<file path="src/hdl/lfbd_pkg.sv">
package lfbd_pkg;

  localparam int ROUNDS = 36;
  localparam int SLOT_W = 6;
  localparam int KEY_W  = 32;
  localparam int BLK_W  = 64;
  localparam int BYTES  = BLK_W / 8;
  localparam int PAD_W  = BLK_W - SLOT_W - KEY_W;

  typedef enum logic {
    ACT_LOAD    = 1'b0,
    ACT_DECRYPT = 1'b1
  } action_e;

  typedef struct packed {
    logic             vld;
    action_e          act;
    logic [BLK_W-1:0] data;
  } req_t;

  localparam logic [3:0] SBOX [16] = '{
    4'hC, 4'h0, 4'hF, 4'hA, 4'h2, 4'hB, 4'h9, 4'h5,
    4'h8, 4'h3, 4'hD, 4'h7, 4'h1, 4'hE, 4'h6, 4'h4
  };

  function automatic logic [BLK_W-1:0] feistel_f(logic [BLK_W-1:0] blk,
                                                 logic [KEY_W-1:0] rk);
    logic [BLK_W-1:0] res;
    res = blk;
    for (int j = 0; j < BYTES; j++) begin
      res[8*j+4 +: 4] = blk[8*j+4 +: 4] ^ SBOX[blk[8*j +: 4] ^ rk[4*j +: 4]];
    end
    return res;
  endfunction

  function automatic logic [BLK_W-1:0] inv_shuffle(logic [BLK_W-1:0] blk);
    logic [7:0]       b [BYTES];
    logic [7:0]       t;
    logic [BLK_W-1:0] res;
    for (int k = 0; k < BYTES; k++) begin
      b[k] = blk[8*k +: 8];
    end
    t    = b[0];
    b[0] = {b[0][7:4], b[2][7:4]};
    b[2] = {b[6][3:0], b[2][3:0]};
    b[6] = {b[6][7:4], b[7][7:4]};
    b[7] = {b[7][3:0], b[7][3:0]};
    b[7] = {b[7][7:4], b[5][7:4]};
    b[5] = {b[1][3:0], b[5][3:0]};
    b[1] = {b[1][7:4], b[0][7:4]};
    b[0] = {t[3:0],    b[0][3:0]};

    t    = b[1];
    b[1] = {b[2][3:0], b[1][3:0]};
    b[2] = {b[2][7:4], b[3][7:4]};
    b[3] = {b[4][3:0], b[3][3:0]};
    b[4] = {b[4][7:4], b[6][7:4]};
    b[6] = {b[5][3:0], b[6][3:0]};
    b[5] = {b[5][7:4], b[4][7:4]};
    b[4] = {b[3][3:0], b[4][3:0]};
    b[3] = {b[3][7:4], t[7:4]};
    for (int k = 0; k < BYTES; k++) begin
      res[8*k +: 8] = b[k];
    end
    return res;
  endfunction

endpackage

</file>
<file path="src/hdl/lfbd_stage.sv">
module lfbd_stage (
  input  logic                       clk_i,
  input  logic                       rst_ni,
  input  logic                       adv_i,
  input  logic [lfbd_pkg::SLOT_W-1:0] slot_i,
  input  logic                       last_i,
  input  lfbd_pkg::req_t             req_i,
  output lfbd_pkg::req_t             req_o
);

  logic [lfbd_pkg::KEY_W-1:0] key_q;
  logic                       vld_q;
  lfbd_pkg::action_e          act_q;
  logic [lfbd_pkg::BLK_W-1:0] data_q;
  logic [lfbd_pkg::BLK_W-1:0] data_d;
  logic                       key_we;

  always_comb begin
    data_d = req_i.data;
    if (req_i.act == lfbd_pkg::ACT_DECRYPT) begin
      data_d = lfbd_pkg::feistel_f(req_i.data, key_q);
      if (!last_i) begin
        data_d = lfbd_pkg::inv_shuffle(data_d);
      end
    end
  end

  assign key_we = adv_i && req_i.vld && (req_i.act == lfbd_pkg::ACT_LOAD) &&
                  (req_i.data[lfbd_pkg::KEY_W +: lfbd_pkg::SLOT_W] == slot_i);

  always_ff @(posedge clk_i) begin
    if (key_we) begin
      key_q <= req_i.data[lfbd_pkg::KEY_W-1:0];
    end
  end

  always_ff @(posedge clk_i or negedge rst_ni) begin
    if (!rst_ni) begin
      vld_q <= 1'b0;
    end else if (adv_i) begin
      vld_q <= req_i.vld;
    end
  end

  always_ff @(posedge clk_i) begin
    if (adv_i) begin
      act_q  <= req_i.act;
      data_q <= data_d;
    end
  end

  assign req_o = '{vld: vld_q, act: act_q, data: data_q};

endmodule

</file>
<file path="config.mk">
export PLATFORM = sky130hd
export DESIGN_NAME = lfbd_stage
export DESIGN_NICKNAME = d
export VERILOG_FILES = /design/src/hdl/lfbd_pkg.sv /design/src/hdl/lfbd_stage.sv
export SDC_FILE = /design/constraint.sdc
export NUM_CORES = 1
export LEC_CHECK = 0
export CORE_AREA = 2 2 133 135
export CTS_BUF_LIST = sky130_fd_sc_hd__clkbuf_4 sky130_fd_sc_hd__clkbuf_8
export DETAILED_ROUTE_END_ITERATION = 16
export DIE_AREA = 0 0 135 137
export DONT_BUFFER_PORTS = 1
export PLACE_DENSITY = 0.53
export SYNTH_ARGS = -nofsm -noshare
export SYNTH_HDL_FRONTEND = slang
export SYNTH_SLANG_ARGS = --single-unit
</file>
<file path="constraint.sdc">
create_clock -name clk_i -period 2.4 [get_ports clk_i]
set_input_delay 0.36 -clock clk_i [delete_from_list [all_inputs] [get_ports clk_i]]
set_output_delay 0.36 -clock clk_i [all_outputs]
set_load 0.1 [all_outputs]
</file>
==> results of run 1 <==
## placed cells by master, fill, tap and decap left out, types with 5 or more instances in the layout
master / Yosys / layout
o22a_1: 8 / 8
xnor2_1: 50 / 48
a31oi_1: 14 / 14
xnor2_2: 6 / 8
mux2i_1: 21 / 21
o311ai_0: 17 / 17
nor3_1: 5 / 5
inv_1: 26 / 26
clkbuf_8: 0 / 9
nand3_1: 20 / 20
a2bb2oi_1: 7 / 7
nand2_1: 44 / 43
o21ai_0: 39 / 39
nor2_1: 24 / 23
buf_4: 2 / 77
edfxtp_1: 97 / 97
a21oi_1: 5 / 5
o221a_2: 6 / 6
xor2_1: 39 / 39
a211oi_1: 7 / 7
o21a_1: 8 / 8
ha_1: 7 / 7
a221oi_2: 5 / 5
a22oi_1: 17 / 17
o211ai_1: 5 / 5
## cell families after synthesis
family	count (synthesis)
adders and majority gates	7
DFF	98
muxes	22
and+or+nand+nor	99
AOI/OAI and AO/OA	154
xor gates and xnor gates	100
buffers and inverters	51
## timing repair
item                                    4_1_cts  5_1_grt
resized for setup                             0        2
endpoints found under the setup margin        0        4
endpoints found under the hold margin         1        0
hold buffers                                  1        0
## per-layer routing
layer,share of wire (%),vias up
met3,7.5,26
met2,49,166
met4,2.3,0
met1,41,2152
met5,0,-
li1,-,2138
## area by class of cell
type | instances | area (µm²) | share of cell area (%)
multi-input cells | 382 | 2890 | 41.3
repair buffers | 79 | 608 | 8.67
clock buffers | 10 | 131 | 1.87
flip-flops and latches | 98 | 2940 | 41.9
inverters | 27 | 101 | 1.45
well taps | 225 | 282 | 4.01
clock inverters | 6 | 57.6 | 0.821
## through the flow
stage          instances  util, %
2_1_floorplan        531        -
3_3_place_gp         810     39.9
3_5_place_dp         810     39.9
4_1_cts              827     41.0
5_1_grt              827     41.1
6_report             827     41.1
## Yosys cell counts, types with 8 or more instances
master / n
o21ai_0: 39
nor2_1: 24
o21a_1: 8
a31oi_1: 14
nand3_1: 20
o22a_1: 8
xnor2_1: 50
mux2i_1: 21
o311ai_0: 17
a22oi_1: 17
inv_1: 26
xor2_1: 39
nand2_1: 44
edfxtp_1: 97
clkbuf_1: 18
## power groups by stage
stage               logic (mW)  registers [mW]  clock network, mW
floorplan                0.523            2.74                  0
global route              1.50            2.06               1.19
detailed placement        1.42            2.09                  0
finish                    1.43            2.05               1.09
global placement          1.41            2.09                  0
CTS                       1.43            2.05               1.14
## final timing paths
kind	depth (start not counted)	slack, ps	from	end
max	7	170	key_q[5]$_DFFE_PP_	data_q[27]$_DFFE_PP_
max reg2reg	7	170	key_q[5]$_DFFE_PP_	data_q[27]$_DFFE_PP_
min reg2reg	2	1010	vld_q$_DFFE_PN0P_	vld_q$_DFFE_PN0P_
min in group asynchronous	1	180	rst_ni	vld_q$_DFFE_PN0P_
min	0	50	req_i[23]	key_q[23]$_DFFE_PP_
max in group asynchronous	1	2120	rst_ni	vld_q$_DFFE_PN0P_
## worst reg2reg max path, cell delays in order, from the launching register on
cell and delay [ps]:
edfxtp_1 380, xor2_1 390, inv_1 150, ha_1 340, mux2i_1 90, a221oi_2 380, xor2_1 160, o21ai_0 80
## registers in the layout, indices dropped and copies added (netlist names)
register / flops
key_q: 32
vld_q: 1
data_q: 64
act_q: 1
==> results.yml, run 1 <==
sta:
  rsz_0062_raised_after_global_routing: "false"
  timing.final.max_slew_violations: 0
  worst_slack_ps: 169
  finalCritPeriodShare_pct: 93.0
  maxClockFrequency_mhz: 448
  totalNegativeSetupSlack_ps: 0
  report.final.hold_viol_count: 0
  finalHoldWorstSlack_ps: 54.9
  worst-slew-pin-transition_ps: 897
  finClkSkew_ps: 15.0
  setup-violations-final: 0
  final_period_minus_worst_setup_slack_ps: 2230
  slew_headroom_pct: 40.2
grt:
  all_layer_global_routing_usage_pct: 18.8
  grt_max_degree: 68
  busiest_layer: "met2"
  antenna_found_initial: 0
  gr-total-overflow: 0
  grt.met3_usage_pct: 5.93
  grt_pass1_vias: 4423
  grt_first_pass_wirelength_mm: 25.8
  globalRouteMet1Util_pct: 22.9
  global_route_track_usage_on_met2_pct: 31.9
yosys:
  syn-num-nets: 614
  syn_area_um2: 6010
  synth_edf_count: 97
  netlist_top_cells_area: "edfxtp_1, xnor2_1, xor2_1, mux2i_1, o21ai_0"
  yosys.area_share.simple_pct: 6.95
  yosysUniqueCellTypes: 46
  ys.warnings.count: 0
  synth_ff_type: "edfxtp_1"
  yosysTopAreaCell: "edfxtp_1"
  synth_top_family_by_area: "compound AO/OA/AOI/OAI gates"
  synth.yosys.seq_area_share_pct: 48.9
  synth-seq-cells: 98
  synth.mux.area_fraction_pct: 3.75
  synth_compound_gate_area_share_pct: 19.4
  synthArstFlopShare_pct: 1.02
  postSynthCellCount: 531
  avgSynthCellArea_um2: 11.3
  synth_largest_type_area_fraction_pct: 48.5
  post_synth_fa_ha_maj_area_fraction_pct: 1.46
  synth_xor_area_share_pct: 16.1
drt:
  vias_per_cell: 5.42
  drt_first_iter_violations: 328
  route.detailed.drc: 0
  antenna_violating_nets_post_route: 0
  routed_wire_length_per_instance_um: 20.8
  detailedRoute.firstPassIterationCount: 5
  detail_route.wirelength_mm: 17.2
  via_total_after_detailed_routing: 4482
finish:
  flow.area_growth_from_synthesis_pct: 16.7
  finish.instance_area_um2: 7010
  drive_above_1_share_pct: 20.3
  filler_cells_inserted: 1675
  antenna_cells: 0
  nNetsFinal: 680
die:
  die-width_um: 135
  fp.dieArea_um2: 18500
  num_rows: 48
  core-area_um2: 17100
  ios: 142
  chipHeight_um: 137
  floorplan.initialDensity_pct: 35.2
pwr:
  vdd_ir_drop_max_mv: 0.263
  pwr-share-seq_pct: 44.8
  internal_power_consumption_mw: 2.88
  power.share.clock_pct: 23.9
  net-switching-power_mw: 1.69
  leakage_nw: 2.59
  p_comb_share_pct: 31.2
  power_density_relative_to_cell_area_nw_per_um2: 652
  p_total_mw: 4.57
  switching_share_pct: 36.9
clock_network:
  clock_tree.root_cell: "clkbuf_8"
  cts_setup_buffers: 0
  maximum_buffer_depth_of_the_clock_tree: 2
  number_of_clock_sinks: 98
  tritoncts: "done"
  clk_transition_reported_paths_ps: 100
  tritoncts_buffers: 9
  clk_latency_ps: 390
  htree_num_levels: 3
worst_setup_path:
  endpoint_kind: "flip-flop"
  critical_path_required_ps: 2540
  critical-path-max-stage-delay_ps: 390
  worstPathMaxFanout: 4
  critPathBufInv: 1
  critPathArrivalTime_ps: 2370
  worst_path_most_repeated_cell: "xor2_1"
  timing.critical_path.from_type: "flip-flop"
  path_cells: "xor2_1 -> inv_1 -> ha_1 -> mux2i_1 -> a221oi_2 -> xor2_1 -> o21ai_0"
  crit_slowest_cell: "xor2_1"
  cell_family_with_the_largest_share_of_critical_path_delay: "XOR/XNOR gates"
  crit_path_class: "reg2reg"
placement:
  detailed_place.area_um2: 6800
  io_buffers: 0
  hpwl_mm: 12.5
  gp_congestion: 0.865
  place_worst_setup_slack_ps: 188
worst_hold_path:
  path_class_of_the_lowest_slack_min_delay_path: "in2reg"
status:
  outcome: "completed"
flow_run:
  drv.max_cap_violation_count: 0
Note: power is estimated with default switching activity, not from simulation.
==> run 2, diff against run 1 <==
--- a/config.mk
+++ b/config.mk
@@ -5,12 +5,13 @@
 export SDC_FILE = /design/constraint.sdc
 export NUM_CORES = 1
 export LEC_CHECK = 0
-export CORE_AREA = 2 2 133 135
+export ABC_AREA = 1
+export CORE_AREA = 2 2 135 137
 export CTS_BUF_LIST = sky130_fd_sc_hd__clkbuf_4 sky130_fd_sc_hd__clkbuf_8
 export DETAILED_ROUTE_END_ITERATION = 16
-export DIE_AREA = 0 0 135 137
+export DIE_AREA = 0 0 137 139
 export DONT_BUFFER_PORTS = 1
-export PLACE_DENSITY = 0.53
+export PLACE_DENSITY = 0.54
 export SYNTH_ARGS = -nofsm -noshare
 export SYNTH_HDL_FRONTEND = slang
 export SYNTH_SLANG_ARGS = --single-unit
==> results.yml, run 2 <==
sta:
  slew_headroom_pct: 39.0
  report.final.hold_viol_count: 0
  setup-violations-final: 0
  timing.final.max_slew_violations: 0
  finalHoldWorstSlack_ps: 56.4
  finalCritPeriodShare_pct: 73.4
  finClkSkew_ps: 7.85
  totalNegativeSetupSlack_ps: 0
  maxClockFrequency_mhz: 568
  worst_slack_ps: 639
  final_period_minus_worst_setup_slack_ps: 1760
  worst-slew-pin-transition_ps: 915
  rsz_0062_raised_after_global_routing: "false"
drt:
  route.detailed.drc: 0
  detail_route.wirelength_mm: 18.0
  detailedRoute.firstPassIterationCount: 5
  antenna_violating_nets_post_route: 0
  via_total_after_detailed_routing: 5338
  drt_first_iter_violations: 468
  vias_per_cell: 4.83
  routed_wire_length_per_instance_um: 16.2
yosys:
  synth-seq-cells: 98
  synth_ff_type: "edfxtp_1"
  netlist_top_cells_area: "edfxtp_1, nand2_1, nand3_1, inv_1, xnor2_2"
  ys.warnings.count: 0
  synthArstFlopShare_pct: 1.02
  synth.yosys.seq_area_share_pct: 47.0
  postSynthCellCount: 808
  avgSynthCellArea_um2: 7.73
  synth_largest_type_area_fraction_pct: 46.6
  yosysUniqueCellTypes: 29
  most_frequent_cell_after_synthesis: "nand2_1"
  synth.top_cells.by_count: "nand2_1, nand3_1, inv_1"
  syn_area_um2: 6250
  syn-num-nets: 891
  synth_edf_count: 97
  yosysTopAreaCell: "edfxtp_1"
die:
  fp.dieArea_um2: 19000
  num_rows: 49
  die-width_um: 137
  chipHeight_um: 139
  core-area_um2: 17700
  floorplan.initialDensity_pct: 35.4
  ios: 142
pwr:
  power_density_relative_to_cell_area_nw_per_um2: 604
  vdd_ir_drop_max_mv: 0.375
  p_total_mw: 4.32
  leakage_nw: 3.50
grt:
  antenna_found_initial: 0
  grt_max_degree: 68
  grt_pass1_vias: 5023
  all_layer_global_routing_usage_pct: 19.2
  gr-total-overflow: 0
  grt_first_pass_wirelength_mm: 27.5
clock_network:
  tritoncts_buffers: 9
  number_of_clock_sinks: 98
  maximum_buffer_depth_of_the_clock_tree: 2
  holdBufCountCts: 1
  clk_transition_reported_paths_ps: 100
  cts_setup_buffers: 0
  htree_num_levels: 3
  clock_tree.root_cell: "clkbuf_8"
  clk_latency_ps: 390
  tritoncts: "done"
  post_cts_resize_count: 0
status:
  outcome: "completed"
finish:
  finish.instance_area_um2: 7160
  instances_no_fill: 1106
  nNetsFinal: 955
  multi_input_area_um2: 2800
  final-seq-area_um2: 2940
  flow.area_growth_from_synthesis_pct: 14.6
  layout.cells.most_common_list: "nand2_1, nand3_1, inv_1, edfxtp_1, buf_4"
  number_of_flip_flops_in_the_largest_register: 64
  layout.cells.most_common: "nand2_1"
  postLayoutCoreUtil_pct: 40.6
  reg.largest.list: "data_q (64), key_q (32)"
  antenna_cells: 0
  filler_cells_inserted: 1854
  top_register: "data_q"
  drive_above_1_share_pct: 12.9
worst_setup_path:
  path_cells: "xnor2_2 -> ha_1 -> nand2_1 -> nand3_1 -> nand2_1 -> nand2_1 -> nand3_1 -> o21ai_1"
  critPathArrivalTime_ps: 1880
  crit_slowest_cell: "edfxtp_1"
  critical-path-max-stage-delay_ps: 460
  worst_path_most_repeated_cell: "nand2_1"
  critical_path_required_ps: 2520
  worstPathMaxFanout: 5
  timing.critical_path.from_type: "flip-flop"
  endpoint_kind: "flip-flop"
  crit_path_class: "reg2reg"
flow_run:
  drv.max_cap_violation_count: 0
placement:
  gp_congestion: 0.875
  detailed_place.area_um2: 6980
  io_buffers: 0
  post-place-cells: 1089
  hpwl_mm: 12.9
  place_worst_setup_slack_ps: 662
worst_hold_path:
  path_class_of_the_lowest_slack_min_delay_path: "in2reg"
-- run 2: cell count changes after synthesis, moves of 14 or more --
cell,change
a22oi_1,-17
o311ai_0,-17
inv_1,+77
nor2_1,-22
nand3_1,+120
a31oi_1,-14
mux2i_1,-21
nand2_1,+309
xor2_1,-30
xnor2_1,-44
clkbuf_1,-16
o22ai_1,+17
o21ai_0,-30
-- run 2: critical path, delay by kind of cell (launching register included) --
kind,cells,cell delay (ps)
flops,1,460
simple gates,5,360
compound gates,1,100
xor+xnor,1,290
fa+ha+maj,1,280
-- run 2: report_power, final --
group	switching, mW	internal (mW)	leakage, nW
Clock	0.637	0.374	0.0807
Sequential	0.0438	2.00	0.943
Combinational	0.981	0.293	2.47
Total	1.66	2.66	3.50
-- run 2: kinds of logic (layout without fill, tap and decap cells) --
kind of cell	Yosys count	count (layout)	share of synthesized area, %
simple gates	510	510	34.3
buf+inv	131	200	8.49
flops	98	98	47.0
compound gates	34	34	3.26
xor+xnor	28	28	5.49
fa+ha+maj	7	7	1.40
-- run 2: final timing paths --
check	start	slack [ps]	end	cells past startpoint
max	key_q[25]$_DFFE_PP_	640	data_q[33]$_DFFE_PP_	8
min	req_i[12]	60	key_q[12]$_DFFE_PP_	0
max reg2reg	key_q[25]$_DFFE_PP_	640	data_q[33]$_DFFE_PP_	8
min reg2reg	key_q[15]$_DFFE_PP_	930	data_q[31]$_DFFE_PP_	6
max in group asynchronous	rst_ni	2110	vld_q$_DFFE_PN0P_	1
min in group asynchronous	rst_ni	180	vld_q$_DFFE_PN0P_	1
-- run 2: cell type report --
| type | instances | area share, % |
|---|---|---|
| clock inverter | 7 | 0.629 |
| multi-input combinational | 579 | 39.0 |
| timing repair buffer | 71 | 7.65 |
| tap | 229 | 4.00 |
| clock buffer | 9 | 1.73 |
| sequential | 98 | 41.0 |
| inverter | 113 | 5.92 |
-- run 2: layer usage --
| metal | vias to the layer above | part of all wire [%] | global-route usage [%] | wire length (µm) |
|---|---|---|---|---|
| met5 | - | 0 | 0 | 0 |
| met4 | 0 | 1.8 | 6.02 | 325 |
| met3 | 24 | 6.6 | 4.24 | 1180 |
| met2 | 148 | 47 | 30.7 | 8470 |
| met1 | 2415 | 44 | 25.8 | 7980 |
| li1 | 2751 | - | - | - |
